===== config.mk =====
export PLATFORM = sky130hd
export DESIGN_NAME = gauge_matrix_spinor_multiply
export DESIGN_NICKNAME = d
export VERILOG_FILES = /design/src/hdl/gms_pkg.sv /design/src/hdl/gauge_matrix_spinor_multiply.sv /design/src/hdl/gms_ram.sv /design/src/hdl/gms_cmac.sv
export VERILOG_INCLUDE_DIRS = /design/src /design/src/hdl
export SDC_FILE = /design/constraint.sdc
export NUM_CORES = 2
export LEC_CHECK = 0
export BUFFER_PORTS_ARGS = -buffer_cell sky130_fd_sc_hd__buf_4
export CAP_MARGIN = 10
export CORE_ASPECT_RATIO = 0.9
export CORE_MARGIN = 2
export CORE_UTILIZATION = 50
export CTS_CLUSTER_DIAMETER = 50
export DETAILED_ROUTE_END_ITERATION = 7
export PLACE_DENSITY_LB_ADDON = 0.25
export REMOVE_ABC_BUFFERS = 1
export SYNTH_ARGS = -nofsm -noshare
export SYNTH_HDL_FRONTEND = slang
export SYNTH_SLANG_ARGS = --single-unit

===== constraint.sdc =====
create_clock -name clk -period 27.6 [get_ports clk]
set_clock_uncertainty 0.15 [all_clocks]
set_input_delay 6.9 -clock clk [delete_from_list [all_inputs] [get_ports clk]]
set_output_delay 6.9 -clock clk [all_outputs]
set_load 0.02 [all_outputs]

===== src/hdl/gauge_matrix_spinor_multiply_assert.svh =====
// Assertion macros included by gauge_matrix_spinor_multiply.sv.
`ifndef GAUGE_MATRIX_SPINOR_MULTIPLY_ASSERT_SVH
`define GAUGE_MATRIX_SPINOR_MULTIPLY_ASSERT_SVH

// Same-cycle implication, checked on every rising edge outside reset.
`define GMS_ASSERT_NOW(label, ante, cons) \
    label: assert property (@(posedge clk) disable iff (!rst_n) (ante) |-> (cons)) \
        else $error("assertion failed");

// Next-cycle implication, checked on every rising edge outside reset.
`define GMS_ASSERT_NEXT(label, ante, cons) \
    label: assert property (@(posedge clk) disable iff (!rst_n) (ante) |=> (cons)) \
        else $error("assertion failed");

`endif


===== src/hdl/gms_pkg.sv =====
`timescale 1ns / 1ps
`default_nettype none

package gms_pkg;

    localparam int COLOR_DIM_DEF = 3;
    localparam int SPIN_DIM      = 4;
    localparam int DATA_W        = 32;
    localparam int PROD_W        = 2 * DATA_W;
    // Sum of up to 4*6 products of magnitude 2^62 stays below 2^67.
    localparam int ACC_W         = PROD_W + 4;
    localparam int FRAC_W        = 24;

    localparam logic [1:0] OP_LOAD_MATRIX = 2'd0;
    localparam logic [1:0] OP_LOAD_SPINOR = 2'd1;
    localparam logic [1:0] OP_COMPUTE     = 2'd2;

    typedef enum logic [2:0] {
        ST_IDLE,
        ST_READ,
        ST_MUL,
        ST_DRAIN,
        ST_EMIT
    } state_t;

    typedef struct packed {
        logic issue;    // operands valid this cycle
        logic to_imag;  // product goes to the imaginary accumulator
        logic negate;   // subtract instead of add
        logic clear;    // zero both accumulators
    } mac_ctrl_t;

endpackage

`default_nettype wire


===== src/hdl/gauge_matrix_spinor_multiply.sv =====
`timescale 1ns / 1ps
`default_nettype none

// Complex gauge matrix (COLOR_DIM x COLOR_DIM) times spinor (COLOR_DIM x 4), Q8.24.
// Load beats write one matrix or spinor entry; loads with an index out of range and
// op 3 are dropped. A compute beat emits 4*COLOR_DIM result beats, colour-major then
// spin, tlast on the final one. One 32x32 multiplier is shared for every product:
// each of the COLOR_DIM terms of a result takes a RAM read state and then four
// multiply phases, and each result then passes a drain and an emit state; the emit
// state waits while the output is stalled. The input is not ready while a product runs.
// Entries never loaded since reset read as unknown.

module gauge_matrix_spinor_multiply
    import gms_pkg::*;
#(
    parameter int COLOR_DIM = COLOR_DIM_DEF
) (
    input  wire logic        clk,
    input  wire logic        rst_n,
    input  wire logic        s_tvalid,
    output logic             s_tready,
    input  wire logic [71:0] s_tdata,   // op[1:0], row_index[4:2], col_index[7:5],
                                        // re_value[39:8], im_value[71:40]
    output logic             m_tvalid,
    input  wire logic        m_tready,
    output logic [71:0]      m_tdata,   // color_index[2:0], spin_index[4:3],
                                        // re_result[36:5], im_result[68:37], zero[71:69]
    output logic             m_tlast
);

    localparam int CW      = (COLOR_DIM > 1) ? $clog2(COLOR_DIM) : 1;
    localparam int MDEPTH  = COLOR_DIM * COLOR_DIM;
    localparam int SDEPTH  = COLOR_DIM * SPIN_DIM;
    localparam int MAW     = (MDEPTH > 1) ? $clog2(MDEPTH) : 1;
    localparam int SAW     = (SDEPTH > 1) ? $clog2(SDEPTH) : 1;
    localparam int RAM_W   = 2 * DATA_W;

    logic [1:0]        in_op;
    logic [2:0]        in_row;
    logic [2:0]        in_col;
    logic [DATA_W-1:0] in_re;
    logic [DATA_W-1:0] in_im;
    logic              in_beat;

    state_t state_reg, state_next;
    logic [CW-1:0] c_reg, c_next;
    logic [CW-1:0] j_reg, j_next;
    logic [1:0]    s_reg, s_next;
    logic [1:0]    ph_reg, ph_next;

    logic              mat_wr_en;
    logic              spn_wr_en;
    logic [MAW-1:0]    mat_wr_addr;
    logic [SAW-1:0]    spn_wr_addr;
    logic [MAW-1:0]    mat_rd_addr;
    logic [SAW-1:0]    spn_rd_addr;
    logic [RAM_W-1:0]  mat_rd_data;
    logic [RAM_W-1:0]  spn_rd_data;

    mac_ctrl_t                mac_ctrl;
    logic signed [DATA_W-1:0] opnd_a;
    logic signed [DATA_W-1:0] opnd_b;
    logic signed [DATA_W-1:0] re_round;
    logic signed [DATA_W-1:0] im_round;
    logic                     mac_busy;

    logic              out_load;
    logic              out_valid_reg;
    logic [2:0]        out_color_reg;
    logic [1:0]        out_spin_reg;
    logic [DATA_W-1:0] out_re_reg;
    logic [DATA_W-1:0] out_im_reg;
    logic              out_last_reg;
    logic              last_entry;

    assign in_op   = s_tdata[1:0];
    assign in_row  = s_tdata[4:2];
    assign in_col  = s_tdata[7:5];
    assign in_re   = s_tdata[39:8];
    assign in_im   = s_tdata[71:40];
    assign in_beat = s_tvalid && s_tready;

    assign s_tready = (state_reg == ST_IDLE);

    // Store writes: drop out-of-range indexes.
    assign mat_wr_en = in_beat && (in_op == OP_LOAD_MATRIX)
                       && (int'(in_row) < COLOR_DIM) && (int'(in_col) < COLOR_DIM);
    assign spn_wr_en = in_beat && (in_op == OP_LOAD_SPINOR)
                       && (int'(in_row) < COLOR_DIM) && (int'(in_col) < SPIN_DIM);
    assign mat_wr_addr = MAW'(int'(in_row) * COLOR_DIM + int'(in_col));
    assign spn_wr_addr = SAW'(int'(in_row) * SPIN_DIM + int'(in_col));
    assign mat_rd_addr = MAW'(int'(c_reg) * COLOR_DIM + int'(j_reg));
    assign spn_rd_addr = SAW'(int'(j_reg) * SPIN_DIM + int'(s_reg));

    gms_ram #(
        .WIDTH (RAM_W),
        .DEPTH (MDEPTH)
    ) u_mat_ram (
        .clk     (clk),
        .wr_en   (mat_wr_en),
        .wr_addr (mat_wr_addr),
        .wr_data ({in_im, in_re}),
        .rd_addr (mat_rd_addr),
        .rd_data (mat_rd_data)
    );

    gms_ram #(
        .WIDTH (RAM_W),
        .DEPTH (SDEPTH)
    ) u_spn_ram (
        .clk     (clk),
        .wr_en   (spn_wr_en),
        .wr_addr (spn_wr_addr),
        .wr_data ({in_im, in_re}),
        .rd_addr (spn_rd_addr),
        .rd_data (spn_rd_data)
    );

    // Phase 0: mr*sr, 1: -mi*si, 2: mr*si, 3: mi*sr.
    assign opnd_a = ph_reg[0] ? mat_rd_data[RAM_W-1:DATA_W] : mat_rd_data[DATA_W-1:0];
    assign opnd_b = (ph_reg[0] ^ ph_reg[1]) ? spn_rd_data[RAM_W-1:DATA_W]
                                            : spn_rd_data[DATA_W-1:0];

    gms_cmac u_cmac (
        .clk      (clk),
        .rst_n    (rst_n),
        .ctrl     (mac_ctrl),
        .opnd_a   (opnd_a),
        .opnd_b   (opnd_b),
        .re_round (re_round),
        .im_round (im_round),
        .busy     (mac_busy)
    );

    assign last_entry = (c_reg == CW'(COLOR_DIM - 1)) && (s_reg == 2'(SPIN_DIM - 1));

    always_comb
    begin
        state_next = state_reg;
        c_next     = c_reg;
        j_next     = j_reg;
        s_next     = s_reg;
        ph_next    = ph_reg;
        mac_ctrl   = '0;
        out_load   = 1'b0;
        case (state_reg)
            ST_IDLE:
            begin
                if (in_beat && (in_op == OP_COMPUTE))
                begin
                    c_next     = '0;
                    j_next     = '0;
                    s_next     = '0;
                    ph_next    = '0;
                    mac_ctrl.clear = 1'b1;
                    state_next = ST_READ;
                end
            end
            ST_READ:
            begin
                ph_next    = '0;
                state_next = ST_MUL;
            end
            ST_MUL:
            begin
                mac_ctrl.issue   = 1'b1;
                mac_ctrl.to_imag = ph_reg[1];
                mac_ctrl.negate  = (ph_reg == 2'd1);
                ph_next          = ph_reg + 2'd1;
                if (ph_reg == 2'd3)
                begin
                    if (j_reg == CW'(COLOR_DIM - 1))
                    begin
                        state_next = ST_DRAIN;
                    end
                    else
                    begin
                        j_next     = j_reg + CW'(1);
                        state_next = ST_READ;
                    end
                end
            end
            ST_DRAIN:
            begin
                state_next = ST_EMIT;
            end
            ST_EMIT:
            begin
                if (!out_valid_reg || m_tready)
                begin
                    out_load       = 1'b1;
                    mac_ctrl.clear = 1'b1;
                    j_next         = '0;
                    if (last_entry)
                    begin
                        state_next = ST_IDLE;
                    end
                    else
                    begin
                        state_next = ST_READ;
                        if (s_reg == 2'(SPIN_DIM - 1))
                        begin
                            s_next = '0;
                            c_next = c_reg + CW'(1);
                        end
                        else
                        begin
                            s_next = s_reg + 2'd1;
                        end
                    end
                end
            end
            default:
            begin
                state_next = ST_IDLE;
            end
        endcase
    end

    always_ff @(posedge clk or negedge rst_n)
    begin
        if (!rst_n)
        begin
            state_reg     <= ST_IDLE;
            c_reg         <= '0;
            j_reg         <= '0;
            s_reg         <= '0;
            ph_reg        <= '0;
            out_valid_reg <= 1'b0;
        end
        else
        begin
            state_reg <= state_next;
            c_reg     <= c_next;
            j_reg     <= j_next;
            s_reg     <= s_next;
            ph_reg    <= ph_next;
            if (out_load)
            begin
                out_valid_reg <= 1'b1;
            end
            else if (m_tready)
            begin
                out_valid_reg <= 1'b0;
            end
        end
    end

    always_ff @(posedge clk)
    begin
        if (out_load)
        begin
            out_color_reg <= 3'(c_reg);
            out_spin_reg  <= s_reg;
            out_re_reg    <= re_round;
            out_im_reg    <= im_round;
            out_last_reg  <= last_entry;
        end
    end

    assign m_tvalid = out_valid_reg;
    assign m_tlast  = out_last_reg;
    assign m_tdata  = {3'b000, out_im_reg, out_re_reg, out_spin_reg, out_color_reg};

`include "gauge_matrix_spinor_multiply_assert.svh"

    // Accumulators must have absorbed the last product before a result is taken.
    `GMS_ASSERT_NOW(a_emit_after_drain, out_load, !mac_busy)
    `GMS_ASSERT_NEXT(a_load_shows, out_load, out_valid_reg)
    `GMS_ASSERT_NOW(a_last_pos, m_tvalid && m_tlast,
        (out_color_reg == 3'(COLOR_DIM - 1)) && (out_spin_reg == 2'(SPIN_DIM - 1)))
    `GMS_ASSERT_NEXT(a_drain_to_emit, state_reg == ST_DRAIN, state_reg == ST_EMIT)

endmodule

`default_nettype wire


===== src/hdl/gms_ram.sv =====
`timescale 1ns / 1ps
`default_nettype none

module gms_ram #(
    parameter int WIDTH = 64,
    parameter int DEPTH = 16,
    localparam int AW = (DEPTH > 1) ? $clog2(DEPTH) : 1
) (
    input  wire logic             clk,
    input  wire logic             wr_en,
    input  wire logic [AW-1:0]    wr_addr,
    input  wire logic [WIDTH-1:0] wr_data,
    input  wire logic [AW-1:0]    rd_addr,
    output logic      [WIDTH-1:0] rd_data
);

    logic [WIDTH-1:0] mem [DEPTH];
    logic [WIDTH-1:0] rd_data_reg;

    always_ff @(posedge clk)
    begin
        if (wr_en)
        begin
            mem[wr_addr] <= wr_data;
        end
        rd_data_reg <= mem[rd_addr];
    end

    assign rd_data = rd_data_reg;

endmodule

`default_nettype wire


===== src/hdl/gms_cmac.sv =====
`timescale 1ns / 1ps
`default_nettype none

module gms_cmac
    import gms_pkg::*;
(
    input  wire logic                     clk,
    input  wire logic                     rst_n,
    input  wire mac_ctrl_t                ctrl,
    input  wire logic signed [DATA_W-1:0] opnd_a,
    input  wire logic signed [DATA_W-1:0] opnd_b,
    output logic signed      [DATA_W-1:0] re_round,
    output logic signed      [DATA_W-1:0] im_round,
    output logic                          busy
);

    logic signed [PROD_W-1:0] prod_reg;
    logic                     prod_valid_reg;
    logic                     prod_imag_reg;
    logic                     prod_neg_reg;
    logic signed [ACC_W-1:0]  acc_re_reg;
    logic signed [ACC_W-1:0]  acc_im_reg;
    logic signed [ACC_W-1:0]  prod_ext;
    logic signed [ACC_W-1:0]  acc_sel;
    logic signed [ACC_W-1:0]  acc_next;

    function automatic logic signed [DATA_W-1:0] round_sat(input logic signed [ACC_W-1:0] acc);
        logic signed [ACC_W-1:0]        biased;
        logic signed [ACC_W-FRAC_W-1:0] shifted;
        logic signed [DATA_W-1:0]       res;
        biased  = acc + ACC_W'(1 << (FRAC_W - 1));
        shifted = biased[ACC_W-1:FRAC_W];
        if (!shifted[ACC_W-FRAC_W-1] && (|shifted[ACC_W-FRAC_W-2:DATA_W-1]))
        begin
            res = {1'b0, {(DATA_W-1){1'b1}}};
        end
        else if (shifted[ACC_W-FRAC_W-1] && !(&shifted[ACC_W-FRAC_W-2:DATA_W-1]))
        begin
            res = {1'b1, {(DATA_W-1){1'b0}}};
        end
        else
        begin
            res = shifted[DATA_W-1:0];
        end
        return res;
    endfunction

    assign prod_ext = ACC_W'(prod_reg);
    assign acc_sel  = prod_imag_reg ? acc_im_reg : acc_re_reg;
    assign acc_next = prod_neg_reg ? (acc_sel - prod_ext) : (acc_sel + prod_ext);

    always_ff @(posedge clk or negedge rst_n)
    begin
        if (!rst_n)
        begin
            prod_valid_reg <= 1'b0;
        end
        else
        begin
            prod_valid_reg <= ctrl.issue;
        end
    end

    always_ff @(posedge clk)
    begin
        prod_reg      <= PROD_W'(opnd_a) * PROD_W'(opnd_b);
        prod_imag_reg <= ctrl.to_imag;
        prod_neg_reg  <= ctrl.negate;
        if (ctrl.clear)
        begin
            acc_re_reg <= '0;
            acc_im_reg <= '0;
        end
        else if (prod_valid_reg)
        begin
            if (prod_imag_reg)
            begin
                acc_im_reg <= acc_next;
            end
            else
            begin
                acc_re_reg <= acc_next;
            end
        end
    end

    assign re_round = round_sat(acc_re_reg);
    assign im_round = round_sat(acc_im_reg);
    assign busy     = prod_valid_reg;

endmodule

`default_nettype wire


Word level (Yosys, flattened, before mapping)
Memories as Yosys holds them, arrays and structs flattened. A register that Yosys moved wholly into a read port is not among the register bits. Index checks and enable logic that the tools add are counted.

Memories: 2. Logic and storage cells: 129. Register bits: 284. Bits in writable memories: 1344. Input bits: 76.

Bitwise logic cells: 2. Eq/ne operators: 17. Multiplexer cells: 37. Add/subtract/negate cells: 12. Magnitude comparators: 3. Reductions and logical operators: 36. $mul: 3.

Memories: u_spn_ram.mem (depth 12, bits a word 64, read ports 1, clocked after Yosys merged registers in 1, write ports 1, RTL line gms_ram.sv:17) `logic [WIDTH-1:0] mem [DEPTH];`; u_mat_ram.mem (depth 9, bits a word 64, read ports 1, clocked after Yosys merged registers in 1, write ports 1, RTL line gms_ram.sv:17).

Operators by type and width (count): adder 68 x 25 -> 68 bit (second input constant) (2); two-way mux 68 bit (2); two-way mux 32 bit (4); adder 68 x 64 -> 68 bit (1); subtractor 68 x 64 -> 68 bit (1); multiplier 32 x 32 -> 64 bit (1); AND reduction 12 bit (2); OR reduction 12 bit (2); two-way mux 2 bit (11); case mux 3 bit (5 select lines) (1); logical AND 1 bit (13); two-way mux 3 bit (4); case mux 2 bit (3 select lines) (2); equality test 2 bit (second input constant) (5); two-way mux 1 bit (10); inequality test 2 bit (second input constant) (5); AND reduction 5 bit (2); adder 2 x 1 -> 2 bit (second input constant) (4); adder 4 x 2 -> 4 bit (2); adder 4 x 3 -> 4 bit (2); case mux 2 bit (2 select lines) (2); equality test 3 x 2 -> 1 bit (second input constant) (2); less-than comparator 3 x 2 -> 1 bit (second input constant) (2); AND reduction 2 bit (3); 18 further kinds (25).

Logic depth before layout (Yosys ltp)
Depth after elaboration: 7. Gate-level depth with buffers: 36.

By module
From an unflattened synthesis, not the netlist that was laid out.

Cell total of the unflattened synthesis: 8633. Area, all modules: 108823.1 um^2.

Modules (own cells, without submodules): gms_cmac (sequential area each 4068.9 um^2, instances 1, area each 50712.4 um^2, cells an instance 5819); gms_ram (u_spn_ram) (sequential area each 24343.3 um^2, instances 1, area each 30281.5 um^2, cells an instance 1307); gms_ram (u_mat_ram) (sequential area each 18577.8 um^2, instances 1, area each 23909.2 um^2, cells an instance 1240); gauge_matrix_spinor_multiply (sequential area each 2372.3 um^2, instances 1, area each 3920.0 um^2, cells an instance 267).

Worst setup path after synthesis
No wires, ideal clock.

Path kind: input to register. From: input s_tdata[2]. To: memory u_mat_ram.mem[2][0] (enable). Cell stages on the path: 7. Library setup time: 578 ps. Arrival: 13307 ps. Slack: 13565 ps. Required time: 26872 ps. Cell sequence: fa_1 > ha_1 > fa_1 > xor2_1 > xnor2_1 > nor2b_1 > nor3b_1.

Cells in the longest elaborated chain, start to end: 5. Elaborated cells between the ends (all ways): 7. Classes of those cells: 1 x add/sub; 1 x mul; 1 x order compare; 2 x mux; 2 x reduce/logical.

RTL lines: start: declaration (RTL line gauge_matrix_spinor_multiply.sv:22) `input wire logic [71:0] s_tdata,`; parallel branches: the longest is 5 deep, another holds multiplier 3 x 2 -> 4 bit; end: declaration (RTL line gms_ram.sv:17).

Several ways; the timed one is not identified.

Final worst setup path
From: register ph_reg[0]. To: register u_cmac.prod_reg[63].

Cells in the longest elaborated chain, start to end: 3. Elaborated cells between the ends (all ways): 4. Classes of those cells: 1 x mul; 2 x mux; 1 x bitwise.

RTL lines: start: declaration (RTL line gauge_matrix_spinor_multiply.sv:49) `logic [1:0] ph_reg, ph_next;`; start signal: assignment (RTL line gauge_matrix_spinor_multiply.sv:237) `ph_reg <= ph_next;`; XOR 1 bit (RTL line gauge_matrix_spinor_multiply.sv:121) `assign opnd_b = (ph_reg[0] ^ ph_reg[1]) ? spn_rd_data[RAM_W-1:DATA_W]`; two-way mux 32 bit (RTL line gauge_matrix_spinor_multiply.sv:121); multiplier 32 x 32 -> 64 bit (*) (RTL line gms_cmac.sv:66) `prod_reg <= PROD_W'(opnd_a) * PROD_W'(opnd_b);`; end signal: assignment (RTL line gms_cmac.sv:66); end: declaration (RTL line gms_cmac.sv:17) `logic signed [PROD_W-1:0] prod_reg;`.

Mark *: on every way between the ends. The rest lies on a longest branch, timed or not. A chain may end at the register's enable or synchronous reset.

==> flow_summary.ini <==
[final_layout]
largest_register_ffs = 768
fill_cells = 17200
multi_input_area_um2 = 52100
largest_registers = u_spn_ram.mem: 768 flops, u_mat_ram.mem: 576 flops
syn_to_final_growth_pct = 9.82
seq_area_um2 = 49400
regMostFlops = u_spn_ram.mem
finalNetCount = 9872
drive_gt1_frac = 0.127

[floorplanning]
pin_count = 151
start_util = 0.504
rows = 160
die_w_um = 491
core_um2 = 212000
dieArea_um2 = 217000
die_y_um = 442

[clock_network]
cts-buffers-inserted = 179
post_cts_buffers = 0
clk_path_buf_depth = 3
ctsResizeCount = 0
path_clk_slew_ns = 0.07
cts_sinks = 1756
postCtsHoldBufs = 0
cts_max_level = 4
insertion_delay_ns = 0.87
cts_tree = yes
clockRootBuffer = clkbuf_16

[synthesis]
yosysWarningCount = 0
synth_area_um2 = 107000
synth.distinct_cells = 92
ys.flop_type = edfxtp_1
synth_edf_count = 1413
postSynthCellCount = 8389
ys_ff_latch = 1756
syn_avg_cell_area_um2 = 12.7
async_flop_share = 0.00740
seq_area_frac_synth = 0.463

[run_status]
status = finished clean

[timing]
slew_violations = 0
hold_viol = 0
max_freq_mhz = 90.5
min_period_ns = 11.06
rsz0062_at_grt = false
fin_crit_sh = 0.401
relSlewSlack = 0.139
tightest_slew_ns = 1.27
final-setup-viol-count = 0
fin_setup_tns_ns = 0

[worst_setup_path]
crit_path_top_delay_cell = fa_1
end_kind = flop
start_kind = flop
required_ns = 28.19
slowest_delay_ns = 0.86
worstPathArrival_ns = 11.64
crit_fanout = 42
path_common_cell = fa_1
worstSetupPathType = reg2reg

[detailed_routing]
vias_per_cell = 5.71
vias = 65300
wirelength_mm = 272
remaining_drc_errors = 0
post_drt_wl_per_cell_um = 23.8
dr.pass1.iters = 8
drt_iter0_markers = 6501
ant_nets = 0

[global_routing]
grt_pass1_wl_mm = 417
grt-ovfl-total = 0
antenna_found_initial = 5
grt_max_degree = 95
grt_pass1_vias = 68100
grt_util_all_layers = 0.252

[min_path]
holdCritPathClass = reg2reg

[job]
maxCapViolCount = 0

[place]
gp_congestion = 0.976
dp_hpwl_mm = 190
io_buffers = 146
synth_stat cells (all sizes together), types with 30 or more instances:
master / n / area [um^2]
mux2i: 200 / 2010
xor2: 93 / 815
clkbuf: 298 / 1130
nor2: 674 / 2540
buf: 100 / 417
nand3: 92 / 460
a21oi: 291 / 1460
mux4: 320 / 7210
fa: 1088 / 21800
a21o: 76 / 571
nor3: 49 / 245
nand4: 43 / 269
xnor2: 174 / 1520
and2: 31 / 194
o21ai: 298 / 1500
o21bai: 30 / 225
a31oi: 38 / 238
dfxtp: 330 / 6610
ha: 265 / 3320
nand2: 1000 / 3760
and3: 41 / 277
inv: 1056 / 3960
edfxtp: 1413 / 42400
mux2: 128 / 1440
placed cells by master (no fill, tap or decap), types with 92 or more instances in the layout:
| master | instances |
|---|---|
| nor2_1 | 656 |
| xor2_1 | 93 |
| mux4_2 | 320 |
| fa_1 | 1087 |
| clkbuf_16 | 180 |
| dfxtp_1 | 328 |
| nand2_1 | 998 |
| nand3_1 | 92 |
| buf_4 | 271 |
| a21oi_1 | 289 |
| xnor2_1 | 174 |
| edfxtp_1 | 1413 |
| ha_1 | 262 |
| mux2_2 | 128 |
| o21ai_0 | 264 |
| inv_1 | 1054 |
| mux2i_1 | 171 |
per-layer routing:
| layer | vias up | track usage | wire [um] |
|---|---|---|---|
| met5 | - | 0.00286 | 133 |
| met4 | 6 | 0.0786 | 9270 |
| met3 | 535 | 0.0633 | 26400 |
| met2 | 2781 | 0.387 | 121000 |
| met1 | 33500 | 0.355 | 115000 |
| li1 | 28500 | - | - |
worst paths after layout:
path                                           startpoint  cells after the start                       endpoint  slack [ns]
setup / recovery                    ph_reg[0]$_DFFE_PN0P_                     28    u_cmac.prod_reg[63]$_DFF_P_       16.54
hold / removal             u_mat_ram.mem[8][47]$_DFFE_PP_                      2  u_mat_ram.rd_data[47]$_DFF_P_        0.27
setup reg to reg                    ph_reg[0]$_DFFE_PN0P_                     28    u_cmac.prod_reg[63]$_DFF_P_       16.54
hold reg to reg            u_mat_ram.mem[8][47]$_DFFE_PP_                      2  u_mat_ram.rd_data[47]$_DFF_P_        0.27
max in group asynchronous                           rst_n                      1          ph_reg[0]$_DFFE_PN0P_       21.30
min in group asynchronous                           rst_n                      1           c_reg[0]$_DFFE_PN0P_        5.81
layout make-up:
type | count | share of cell area
sequential | 1756 | 0.422
tap | 2835 | 0.0303
multi-input combinational | 5178 | 0.445
clock inverter | 84 | 0.00954
clock buffer | 248 | 0.0421
inverter | 1056 | 0.0339
timing repair buffer | 272 | 0.0175
antenna | 3 | 0.0000641
stage by stage:
stage	hold slack (ns)	instance area [um^2]	setup slack, ns	utilization	std cells
CTS	0.262	117000	16.61	0.554	11400
global route	0.307	117000	16.00	0.554	11400
global placement	0.277	111000	16.42	0.525	11100
floorplan	0.268	105000	13.57	-	7990
finish	0.270	117000	16.54	0.554	11400
detailed placement	0.283	111000	16.37	0.525	11100
kinds of logic (layout without fill, tap and decap cells):
logic type      Yosys count  in the layout  synth area share
xor+xnor                267            267            0.0219
fa+ha+maj              1353           1353             0.235
compound gates          855            855            0.0470
flops                  1756           1756             0.463
simple gates           2051           2051            0.0809
mux                     648            648             0.100
other cells               1              7         0.0000352
buf+inv                1458           1660            0.0523
worst max-delay path: cells and delay by family (launching register included):
family / cells / cell delay [ns]
AOI/OAI and AO/OA: 5 / 1.08
xor gates and xnor gates: 1 / 0.13
adders and majority gates: 10 / 5.34
buffers and inverters: 6 / 1.67
DFF: 1 / 0.66
muxes: 1 / 0.80
and+or+nand+nor: 5 / 1.08
Power is left out: the tool's default activity adds up to more than one toggle a clock period on the data nets, which glitch-free logic cannot reach.
